### src/rtl/core/sbpm_pkg.sv
// Shared constants and types for the streaming byte pattern matcher.
`default_nettype none

package sbpm_pkg;

	localparam int PATTERN_MAX  = 16;
	localparam int WINDOW_DEPTH = 16;
	localparam int LEN_W        = 5;
	localparam int CFG_IDX_W    = 2;
	localparam int CFG_DATA_W   = 64;
	localparam int BYTES_PER_REG = CFG_DATA_W / 8;

	localparam logic [LEN_W-1:0] LEN_SAT = '1;

	typedef logic [7:0] byte_t;

	typedef enum logic [CFG_IDX_W-1:0] {
		CFG_PAT_LO  = 2'd0,
		CFG_PAT_HI  = 2'd1,
		CFG_PAT_LEN = 2'd2
	} cfg_idx_t;

	// per-cell control
	typedef struct packed {
		logic shift;   // take byte_in (the neighbor's byte, or the text byte at cell 0) this cycle
		logic in_use;  // cell lies inside the pattern span
	} cell_ctl_t;

endpackage

`default_nettype wire

### src/rtl/core/sbpm_if.sv
// Valid/ready channel interfaces: text input, result output, config writes.
`default_nettype none

interface sbpm_in_if import sbpm_pkg::*; ();
	logic  valid;
	logic  ready;
	byte_t data_byte;
	logic  no_byte;
	logic  last_byte;

	modport source (output valid, output data_byte, output no_byte, output last_byte,
		input ready);
	modport sink (input valid, input data_byte, input no_byte, input last_byte,
		output ready);
endinterface

interface sbpm_out_if import sbpm_pkg::*; ();
	logic valid;
	logic ready;
	logic contains_match;
	logic ends_with_match;
	logic equals_match;

	modport source (output valid, output contains_match, output ends_with_match,
		output equals_match, input ready);
	modport sink (input valid, input contains_match, input ends_with_match,
		input equals_match, output ready);
endinterface

interface sbpm_cfg_if import sbpm_pkg::*; ();
	logic                  valid;
	logic                  ready;
	logic [CFG_IDX_W-1:0]  index;
	logic [CFG_DATA_W-1:0] data;

	modport source (output valid, output index, output data, input ready);
	modport sink (input valid, input index, input data, output ready);
endinterface

`default_nettype wire

### src/rtl/core/sbpm_cell.sv
// One window cell: holds a text byte, passes it on, compares against its pattern byte.
`default_nettype none

module sbpm_cell import sbpm_pkg::*; (
	input  wire logic      clk,
	input  wire cell_ctl_t ctl,
	input  wire byte_t     byte_in,
	input  wire byte_t     pat_byte,
	output      byte_t     byte_out,
	output      logic      hit
);

	byte_t byte_q;
	byte_t byte_nxt;

	assign byte_nxt = ctl.shift ? byte_in : byte_q;
	// compare on the post-shift value
	assign hit      = !ctl.in_use || (byte_nxt == pat_byte);
	assign byte_out = byte_q;

	always_ff @(posedge clk) begin
		if (ctl.shift) begin
			byte_q <= byte_in;
		end
	end

endmodule

`default_nettype wire

### src/rtl/core/streaming_byte_pattern_matcher_core.sv
// Top level: streaming byte pattern matcher built as a chain of window cells.
//
//  channel | dir | payload                                          | moves on
//  --------+-----+--------------------------------------------------+-------------------
//  text    | in  | data_byte[7:0], no_byte, last_byte               | valid & ready
//  result  | out | contains_match, ends_with_match, equals_match    | valid & ready
//  cfg     | in  | index[1:0] (0 pat low, 1 pat high, 2 length),    | valid & ready
//          |     | data[63:0]                                       | (ready always 1)
//
// One text word per cycle, back to back. Each non-empty word shifts the 16-cell byte chain
// and the tail compare (16 byte compares plus an AND tree) settles in that same cycle.
// A result word appears the cycle after the last text word and sits in an output
// register; text stalls only while that register is full and result.ready is low.
// Reset (arst_n low) clears the config registers, length count, found flag and
// output valid; window bytes need no reset since the length count masks them.
`default_nettype none

module streaming_byte_pattern_matcher_core import sbpm_pkg::*; (
	input  wire logic clk,
	input  wire logic arst_n,
	sbpm_in_if.sink   text,
	sbpm_out_if.source result,
	sbpm_cfg_if.sink  cfg
);

	// config registers
	logic [CFG_DATA_W-1:0] pat_lo_q;
	logic [CFG_DATA_W-1:0] pat_hi_q;
	logic [LEN_W-1:0]      pat_len_q;

	// text state
	logic [LEN_W-1:0] len_q;
	logic [LEN_W-1:0] len_nxt;
	logic             found_q;

	// output register
	logic out_valid_q;
	logic contains_q;
	logic ends_q;
	logic equals_q;

	logic text_fire;
	logic shift;
	logic len_ok;
	logic tail;
	logic contains_c;
	logic ends_c;
	logic equals_c;

	byte_t                   pat_arr   [PATTERN_MAX];
	byte_t                   cell_byte [WINDOW_DEPTH];
	logic [WINDOW_DEPTH-1:0] cell_hit;

	assign cfg.ready  = 1'b1;
	assign text.ready = !out_valid_q || result.ready;
	assign text_fire  = text.valid && text.ready;
	assign shift      = text_fire && !text.no_byte;

	// unpack the pattern bytes, byte 0 in the low bits of the low register
	for (genvar j = 0; j < PATTERN_MAX; j++) begin : g_pat
		if (j < BYTES_PER_REG) begin : g_lo
			assign pat_arr[j] = pat_lo_q[j*8 +: 8];
		end else begin : g_hi
			assign pat_arr[j] = pat_hi_q[(j-BYTES_PER_REG)*8 +: 8];
		end
	end

	// cell k holds the k-th newest byte and checks it against pattern byte len-1-k
	for (genvar k = 0; k < WINDOW_DEPTH; k++) begin : g_cell
		logic [LEN_W-1:0] pat_idx;
		cell_ctl_t        ctl;
		byte_t            byte_in;

		assign pat_idx    = pat_len_q - LEN_W'(k + 1);
		assign ctl.shift  = shift;
		assign ctl.in_use = LEN_W'(k) < pat_len_q;

		if (k == 0) begin : g_head
			assign byte_in = text.data_byte;
		end else begin : g_link
			assign byte_in = cell_byte[k-1];
		end

		sbpm_cell u_cell (
			.clk      (clk),
			.ctl      (ctl),
			.byte_in  (byte_in),
			.pat_byte (pat_arr[pat_idx[3:0]]),
			.byte_out (cell_byte[k]),
			.hit      (cell_hit[k])
		);
	end

	// saturating byte count after this word
	always_comb begin
		len_nxt = len_q;
		if (!text.no_byte && len_q != LEN_SAT) begin
			len_nxt = len_q + LEN_W'(1);
		end
	end

	assign len_ok = (pat_len_q != '0) && (pat_len_q <= LEN_W'(PATTERN_MAX));
	assign tail   = len_ok && (len_nxt >= pat_len_q) && (&cell_hit);

	// result flags; empty pattern: contains, ends, equals if no bytes; oversize: none
	always_comb begin
		if (pat_len_q == '0) begin
			contains_c = 1'b1;
			ends_c     = 1'b1;
			equals_c   = (len_nxt == '0);
		end else if (!len_ok) begin
			contains_c = 1'b0;
			ends_c     = 1'b0;
			equals_c   = 1'b0;
		end else begin
			contains_c = found_q || tail;
			ends_c     = tail;
			equals_c   = tail && (len_nxt == pat_len_q);
		end
	end

	always_ff @(posedge clk or negedge arst_n) begin
		if (!arst_n) begin
			pat_lo_q  <= '0;
			pat_hi_q  <= '0;
			pat_len_q <= '0;
		end else if (cfg.valid && cfg.ready) begin
			case (cfg_idx_t'(cfg.index))
				CFG_PAT_LO:  pat_lo_q  <= cfg.data;
				CFG_PAT_HI:  pat_hi_q  <= cfg.data;
				CFG_PAT_LEN: pat_len_q <= cfg.data[LEN_W-1:0];
				default: ;
			endcase
		end
	end

	always_ff @(posedge clk or negedge arst_n) begin
		if (!arst_n) begin
			len_q   <= '0;
			found_q <= 1'b0;
		end else if (text_fire) begin
			if (text.last_byte) begin
				len_q   <= '0;
				found_q <= 1'b0;
			end else begin
				len_q   <= len_nxt;
				found_q <= found_q || (shift && tail);
			end
		end
	end

	always_ff @(posedge clk or negedge arst_n) begin
		if (!arst_n) begin
			out_valid_q <= 1'b0;
		end else if (text_fire && text.last_byte) begin
			out_valid_q <= 1'b1;
		end else if (result.ready) begin
			out_valid_q <= 1'b0;
		end
	end

	always_ff @(posedge clk) begin
		if (text_fire && text.last_byte) begin
			contains_q <= contains_c;
			ends_q     <= ends_c;
			equals_q   <= equals_c;
		end
	end

	assign result.valid           = out_valid_q;
	assign result.contains_match  = contains_q;
	assign result.ends_with_match = ends_q;
	assign result.equals_match    = equals_q;

	// checks
	a_last_gives_result: assert property (@(posedge clk) disable iff (!arst_n)
		text_fire && text.last_byte |=> out_valid_q)
		else $error("last word did not load a result");

	a_last_clears_state: assert property (@(posedge clk) disable iff (!arst_n)
		text_fire && text.last_byte |=> (len_q == '0) && !found_q)
		else $error("text state not cleared after last word");

	a_equals_implies_ends: assert property (@(posedge clk) disable iff (!arst_n)
		out_valid_q && equals_q |-> ends_q && contains_q)
		else $error("equals flagged without ends/contains");

	a_mid_text_no_result: assert property (@(posedge clk) disable iff (!arst_n)
		text_fire && !text.last_byte |=> out_valid_q == ($past(out_valid_q) && !$past(result.ready)))
		else $error("result produced by a non-last word");

endmodule

`default_nettype wire
### src/flat_wrapper.sv
// flat-port wrapper written by rule: the top's interface ports become plain ports
module streaming_byte_pattern_matcher_core_flat import sbpm_pkg::*;
  (clk, arst_n, text_valid, text_data_byte, text_no_byte, text_last_byte, text_ready, result_valid, result_contains_match, result_ends_with_match, result_equals_match, result_ready, cfg_valid, cfg_index, cfg_data, cfg_ready);
  sbpm_in_if text_i ();
  sbpm_out_if result_i ();
  sbpm_cfg_if cfg_i ();
  input  wire logic clk;
  input  wire logic arst_n;
  input wire logic [$bits(text_i.valid)-1:0] text_valid;
  input wire logic [$bits(text_i.data_byte)-1:0] text_data_byte;
  input wire logic [$bits(text_i.no_byte)-1:0] text_no_byte;
  input wire logic [$bits(text_i.last_byte)-1:0] text_last_byte;
  output wire logic [$bits(text_i.ready)-1:0] text_ready;
  output wire logic [$bits(result_i.valid)-1:0] result_valid;
  output wire logic [$bits(result_i.contains_match)-1:0] result_contains_match;
  output wire logic [$bits(result_i.ends_with_match)-1:0] result_ends_with_match;
  output wire logic [$bits(result_i.equals_match)-1:0] result_equals_match;
  input wire logic [$bits(result_i.ready)-1:0] result_ready;
  input wire logic [$bits(cfg_i.valid)-1:0] cfg_valid;
  input wire logic [$bits(cfg_i.index)-1:0] cfg_index;
  input wire logic [$bits(cfg_i.data)-1:0] cfg_data;
  output wire logic [$bits(cfg_i.ready)-1:0] cfg_ready;
  assign text_i.valid = text_valid;
  assign text_i.data_byte = text_data_byte;
  assign text_i.no_byte = text_no_byte;
  assign text_i.last_byte = text_last_byte;
  assign text_ready = text_i.ready;
  assign result_valid = result_i.valid;
  assign result_contains_match = result_i.contains_match;
  assign result_ends_with_match = result_i.ends_with_match;
  assign result_equals_match = result_i.equals_match;
  assign result_i.ready = result_ready;
  assign cfg_i.valid = cfg_valid;
  assign cfg_i.index = cfg_index;
  assign cfg_i.data = cfg_data;
  assign cfg_ready = cfg_i.ready;
  streaming_byte_pattern_matcher_core u_core (.clk(clk), .arst_n(arst_n), .text(text_i), .result(result_i), .cfg(cfg_i));
endmodule
### config.mk
export PLATFORM = sky130hd
export DESIGN_NAME = streaming_byte_pattern_matcher_core_flat
export DESIGN_NICKNAME = d
export VERILOG_FILES = /design/src/rtl/core/sbpm_pkg.sv /design/src/rtl/core/sbpm_if.sv /design/src/rtl/core/sbpm_cell.sv /design/src/rtl/core/streaming_byte_pattern_matcher_core.sv /design/src/flat_wrapper.sv
export SDC_FILE = /design/constraint.sdc
export NUM_CORES = 1
export LEC_CHECK = 0
export BUFFER_PORTS_ARGS = -buffer_cell sky130_fd_sc_hd__clkbuf_2
export CAP_MARGIN = 40
export CORE_MARGIN = 5
export CORE_UTILIZATION = 63
export DETAILED_ROUTE_END_ITERATION = 10
export GPL_ROUTABILITY_DRIVEN = 0
export PLACE_DENSITY = 0.78
export SYNTH_ARGS = -nofsm -noshare
export SYNTH_HDL_FRONTEND = slang
export SYNTH_HIERARCHICAL = 1
export SYNTH_SLANG_ARGS = --single-unit
### constraint.sdc
create_clock -name clk -period 4.4 [get_ports clk]
set_input_delay 0.88 -clock clk [delete_from_list [all_inputs] [get_ports clk]]
set_output_delay 0.88 -clock clk [all_outputs]
set_load 0.01 [all_outputs]
==> results of run 1 <==
-- cell usage in the layout (no fill, tap or decap), types with 3 or more instances in the layout --
master,instances
buf_4,33
o21ai_0,8
ha_1,14
clkbuf_2,84
dfrtp_1,137
clkbuf_16,31
xor2_2,4
bufinv_16,3
buf_12,7
nand4_1,39
dfxtp_1,128
clkinv_4,3
mux2_4,128
nand3b_1,3
edfxtp_1,3
nor2_1,4
clkinv_1,3
mux2_2,133
mux4_2,182
inv_1,8
nand2_1,18
mux2i_1,129
o21ai_1,16
clkbuf_1,9
mux4_1,10
xnor2_2,21
xnor2_1,116
a21oi_1,3
-- layout make-up --
| cell class | instances | area (sq um) | share of cell area [%] |
|---|---|---|---|
| diodes | 1 | 2.50 | 0.0125 |
| multi-input cells | 861 | 11400 | 57.2 |
| clock buffers | 41 | 823 | 4.12 |
| inverters | 9 | 33.8 | 0.169 |
| clock inverters | 13 | 161 | 0.807 |
| repair buffers | 128 | 886 | 4.43 |
| well taps | 384 | 480 | 2.40 |
| flip-flops and latches | 271 | 6160 | 30.8 |
-- through the flow --
| stage | setup slack (ns) | cell area (sq um) |
|---|---|---|
| floorplan | 0.393 | 18100 |
| global placement | 0.408 | 18900 |
| detailed placement | 0.331 | 19000 |
| CTS | 0.266 | 20000 |
| global route | 0.0459 | 20000 |
| finish | 0.208 | 20000 |
-- worst paths after layout --
| kind | from | end | slack, ns |
|---|---|---|---|
| worst max-delay path | u_core/pat_len_q[1]$_DFFE_PN0P_ | u_core/found_q$_DFFE_PN0P_ | 0.21 |
| worst min-delay path | arst_n | u_core/len_q[0]$_DFFE_PN0P_ | 0.37 |
| worst max register to register | u_core/pat_len_q[1]$_DFFE_PN0P_ | u_core/found_q$_DFFE_PN0P_ | 0.21 |
| worst min register to register | u_core/g_cell[15].u_cell/byte_out[2]$_DFF_P_ | u_core/g_cell[15].u_cell/byte_out[2]$_DFF_P_ | 0.48 |
| max in group asynchronous | arst_n | u_core/pat_hi_q[42]$_DFFE_PN0P_ | 3.08 |
| min in group clk | u_core/g_cell[15].u_cell/byte_out[2]$_DFF_P_ | u_core/g_cell[15].u_cell/byte_out[2]$_DFF_P_ | 0.48 |
-- kinds of logic (layout without fill, tap and decap cells) --
kind of cell	count (synthesis)	count (layout)	synth area share, %
compound gates	40	40	1.38
xor+xnor	142	142	7.68
fa+ha+maj	15	15	1.03
buf+inv	92	191	3.43
flops	271	271	33.9
mux	582	582	50.0
other cells	1	2	0.0207
simple gates	81	81	2.54
-- power by group --
part | total (mW) | leakage (nW) | switching [mW] | internal (mW)
logic | 7.79 | 4.86 | 3.79 | 3.99
registers | 3.82 | 2.76 | 0.613 | 3.21
clock network | 2.51 | 0.471 | 1.02 | 1.49
total | 14.1 | 8.09 | 5.43 | 8.69
-- state kept, by name, indices dropped and copies added, names as in the netlist --
signal and cells:
u_core/found_q 1, u_core/g_cell.u_cell/byte_out 128, u_core/len_q 5, u_core/pat_hi_q 64
u_core/pat_len_q 5, u_core/pat_lo_q 64, u_core/result.contains_match 1, u_core/result.ends_with_match 1
u_core/result.equals_match 1, u_core/result.valid 1
-- routing by layer --
| metal | up-vias | wire length, um | GRT usage [%] |
|---|---|---|---|
| met5 | - | 0 | 0 |
| met4 | 0 | 2530 | 12.9 |
| met3 | 126 | 5480 | 9.09 |
| met2 | 629 | 22300 | 44.8 |
| met1 | 6081 | 18900 | 41.3 |
| li1 | 4968 | - | - |
-- synth_stat cells, drive strengths merged (2+ instances only) --
| library cell | number |
|---|---|
| a211oi | 2 |
| a21boi | 2 |
| a21o | 2 |
| a21oi | 3 |
| a22o | 2 |
| and3 | 2 |
| buf | 69 |
| clkbuf | 14 |
| dfrtp | 140 |
| dfxtp | 128 |
| edfxtp | 3 |
| ha | 15 |
| inv | 8 |
| mux2 | 261 |
| mux2i | 129 |
| mux4 | 192 |
| nand2 | 18 |
| nand2b | 2 |
| nand3 | 2 |
| nand3b | 3 |
| nand4 | 39 |
| nor2 | 5 |
| nor2b | 2 |
| nor3b | 2 |
| o21ai | 24 |
| xnor2 | 138 |
| xor2 | 4 |
==> results.ini, run 1 <==
[outcome]
status = complete, no violations

[setup_path]
worstPathMaxFanout = 22
r2r_cells = 14
crit_arrival_ns = 4.64
path_cells = inv_1 -> buf_4 -> ha_2 -> buf_4 -> mux4_2 -> mux2i_1 -> mux2i_1 -> xnor2_1 -> nand4_1 -> o21ai_1 -> nand4_1 -> nor3_1 -> o311ai_1 -> o41ai_2
worstPathRequired_ns = 4.85
path_depth = 14
max_stage_delay_ns = 0.46
critPathTopFamily = multiplexers
crit_buf_inv = 3
cpMaxStageDelayCell = dfrtp_4
cp-start-kind = flip-flop
end_kind = flip-flop
path_class = flip-flop to flip-flop

[routing]
firstDrtPassIters = 5
drtIter0Drc = 1319
drcViolationCount = 0
antenna_left = 0
wire_per_inst_um = 28.8
num_vias = 11800
vias_per_cell = 6.91
finalWirelength_mm = 49.2

[cts]
cts_hold_buf = 0
cts_tree = built
h-tree-depth = 1
worstSkewPairLatency_ns = 0.56
ctsResizeCount = 0
post_cts_buffers = 0
cts_buffers = 29
clock-sinks = 271
cts_max_path_buffers = 3
clock-root-buffer = clkbuf_16
cts.clk_slew.worst_paths_ns = 0.06

[floorplan]
die_h_um = 180
start_util_pct = 63.6
dieArea_sq_mm = 0.0323
placementRows = 62
top_level_ports = 87
core_area_sq_mm = 0.0285
die_w_um = 180

[final_layout]
nNetsFinal = 1396
instances_no_fill = 1708
syn2layout_area_growth_pct = 10.2
drive_gt1_share_pct = 49.1
num-fill-cells = 2002
utilization_pct = 70.0

[sta]
slew_violations = 0
period_share_pct = 95.3
worst_pin_slew_ns = 0.913
setup_viol = 0
clock_skew_ns = 0.00764
rsz0062_at_grt = false
tns_ns = 0
whs_ns = 0.370
hold_violations = 0
fmax_mhz = 239
period_needed_ns = 4.19
relSlewSlack_pct = 38.8

[yosys]
yosysTopAreaCellShare_pct = 22.6
synthesis.area_sq_mm = 0.0181
yosysWarnings = 6
synth-seq-cells = 271
synth.avg_cell_area_sq_um = 14.8
ys_top_cells_by_area = mux4_2 (23%), dfrtp_1 (19%), dfxtp_1 (14%), mux2_4 (11%), mux2_2 (8.3%)
synth-main-ff-cell = dfrtp_1
syn-num-nets = 1320
synth-edff-count = 3
yosys.cell_types.count = 49
synthArstFlopShare_pct = 51.7
ys_seq_area_share_pct = 33.9
synth_top_area_cell = mux4_2
syn_inst = 1224

[placed_design]
dpl.hpwl_mm = 38.3
port_buffers = 85
placed_cells = 1653

[grt]
grt_pass1_wl_mm = 74.6
grt-ovfl-total = 0
antenna_found_initial = 1
grt_max_degree = 95
grt_pass1_vias = 11800
grtUsageTotal_pct = 30.0

[pwr]
powerDensity_mw_per_mm2 = 706
p_total_mw = 14.1
p_leak_nw = 8.09
vdd_drop_max_v = 0.000381

[worst_hold_path]
min_path_type = input port to asynchronous set/reset pin

[job]
drv_cap = 0

Note: power is estimated with default switching activity, not from simulation.
==> inputs of run 2 (changes only) <==
- CORE_MARGIN: 5 -> default
==> results.ini, run 2 (synthesized netlist as in run 1, its figures left out) <==
[final_layout]
nNetsFinal = 1400
drive_gt1_share_pct = 49.8
final_cell_mix = mux4_2 (182), dfrtp_1 (137), mux2_2 (133)
largest_register_ffs = 128
final_common_cell = mux4_2
diodes = 0
syn2layout_area_growth_pct = 10.4
instances_no_fill = 1704

[sta]
hold_violations = 0
setup_viol = 0
period_share_pct = 91.7
worst_pin_slew_ns = 0.875
fmax_mhz = 248
postLayoutSetupSlackWorst_ns = 0.367
period_needed_ns = 4.03
tns_ns = 0
clock_skew_ns = 0.0287
rsz0062_at_grt = false
whs_ns = 0.273
relSlewSlack_pct = 41.5
slew_violations = 0

[grt]
antenna_found_initial = 0
grt_max_degree = 83
grt_pass1_wl_mm = 74.2
grtUsageTotal_pct = 34.9
grt-ovfl-total = 0
grt_pass1_vias = 11600

[job]
drv_cap = 0

[cts]
post_cts_buffers = 0
cts_buffers = 28
cts_max_path_buffers = 3
clock-root-buffer = clkbuf_16
ctsResizeCount = 0
clock-sinks = 271
h-tree-depth = 1
cts_hold_buf = 0
cts_tree = built
cts.clk_slew.worst_paths_ns = 0.06
worstSkewPairLatency_ns = 0.58

[floorplan]
die_h_um = 172
top_level_ports = 87
start_util_pct = 64.6
placementRows = 61
die_w_um = 172
core_area_sq_mm = 0.0281
dieArea_sq_mm = 0.0295

[setup_path]
crit_arrival_ns = 4.43
cp-start-kind = flip-flop
worstPathMaxFanout = 45
end_kind = flip-flop
worstPathRequired_ns = 4.79
path_cells = inv_1 -> ha_2 -> buf_12 -> mux4_2 -> mux2i_1 -> mux2i_1 -> xnor2_1 -> nand4_1 -> o21ai_1 -> nand4_1 -> a211oi_2 -> o311ai_1 -> a22oi_1
max_stage_delay_ns = 0.60
path_class = flip-flop to flip-flop
cpMaxStageDelayCell = mux4_2

[pwr]
p_leak_nw = 8.14
powerDensity_mw_per_mm2 = 715
vdd_drop_max_v = 0.000410

[routing]
wire_per_inst_um = 29.0
drtIter0Drc = 1330
finalWirelength_mm = 49.4
firstDrtPassIters = 5
antenna_left = 0
drcViolationCount = 0
vias_per_cell = 6.96
num_vias = 11900

[worst_hold_path]
min_path_type = input port to asynchronous set/reset pin

[outcome]
status = complete, no violations

[placed_design]
preCtsSetupSlack_ns = 0.480
placed_cells = 1652
dpl.hpwl_mm = 38.6
port_buffers = 85

==> run 2: cell types whose count changed in the layout (fill, tap and decap cells not counted), sizes merged <==
cell	previous run	this run
buf	44	49
bufinv	3	4
inv	10	9
diode	1	0
clkinv	7	5
==> run 2: stage by stage <==
stage,power [mW],utilization (%),cell area [sq um]
5_1_grt,14.8,71.4,20000
2_1_floorplan,9.45,-,18100
3_3_place_gp,11.3,67.6,19000
3_5_place_dp,11.5,67.7,19000
4_1_cts,14.2,71.4,20000
6_report,14.3,71.4,20000
==> run 2: layer usage <==
metal | track usage (%) | routed length (um) | vias to the layer above
met5 | 0 | 0 | -
met4 | 13.9 | 2200 | 0
met3 | 8.01 | 4880 | 111
met2 | 53.8 | 22900 | 605
met1 | 48.0 | 19400 | 6177
li1 | - | - | 4959
==> run 2: cell type report <==
type,instances,area (sq um)
Tap cell,378,473
Clock inverter,11,176
Multi-Input combinational cell,861,11400
Fill cell,1910,8050
Timing Repair Buffer,133,925
Clock buffer,41,840
Sequential cell,271,6160
Inverter,9,33.8
==> run 2: final timing paths <==
path                                                                   start                                           end  slack, ns  depth (start not counted)
worst max-delay path                         u_core/pat_len_q[0]$_DFFE_PN0P_    u_core/result.contains_match$_SDFFCE_PP1P_       0.37                         13
max in group asynchronous                                             arst_n               u_core/pat_lo_q[22]$_DFFE_PN0P_       3.27                          2
worst min register to register  u_core/g_cell[15].u_cell/byte_out[7]$_DFF_P_  u_core/g_cell[15].u_cell/byte_out[7]$_DFF_P_       0.48                          1
worst min-delay path                                                  arst_n               u_core/pat_lo_q[56]$_DFFE_PN0P_       0.27                          1
min in group clk                u_core/g_cell[15].u_cell/byte_out[7]$_DFF_P_  u_core/g_cell[15].u_cell/byte_out[7]$_DFF_P_       0.48                          1
worst max register to register               u_core/pat_len_q[0]$_DFFE_PN0P_    u_core/result.contains_match$_SDFFCE_PP1P_       0.37                         13
==> run 2: critical path, delay by kind of cell (launching register included) <==
kind / cells / cell delay, ns
xor+xnor: 1 / 0.19
buf+inv: 2 / 0.34
simple gates: 2 / 0.27
mux: 3 / 1.20
flops: 1 / 0.47
compound gates: 4 / 0.96
fa+ha+maj: 1 / 0.36
==> run 2: power breakdown <==
part,internal (mW),total (mW),switching (mW)
clock network,1.56,2.57,1.02
registers,3.21,3.84,0.629
logic,4.02,7.91,3.89
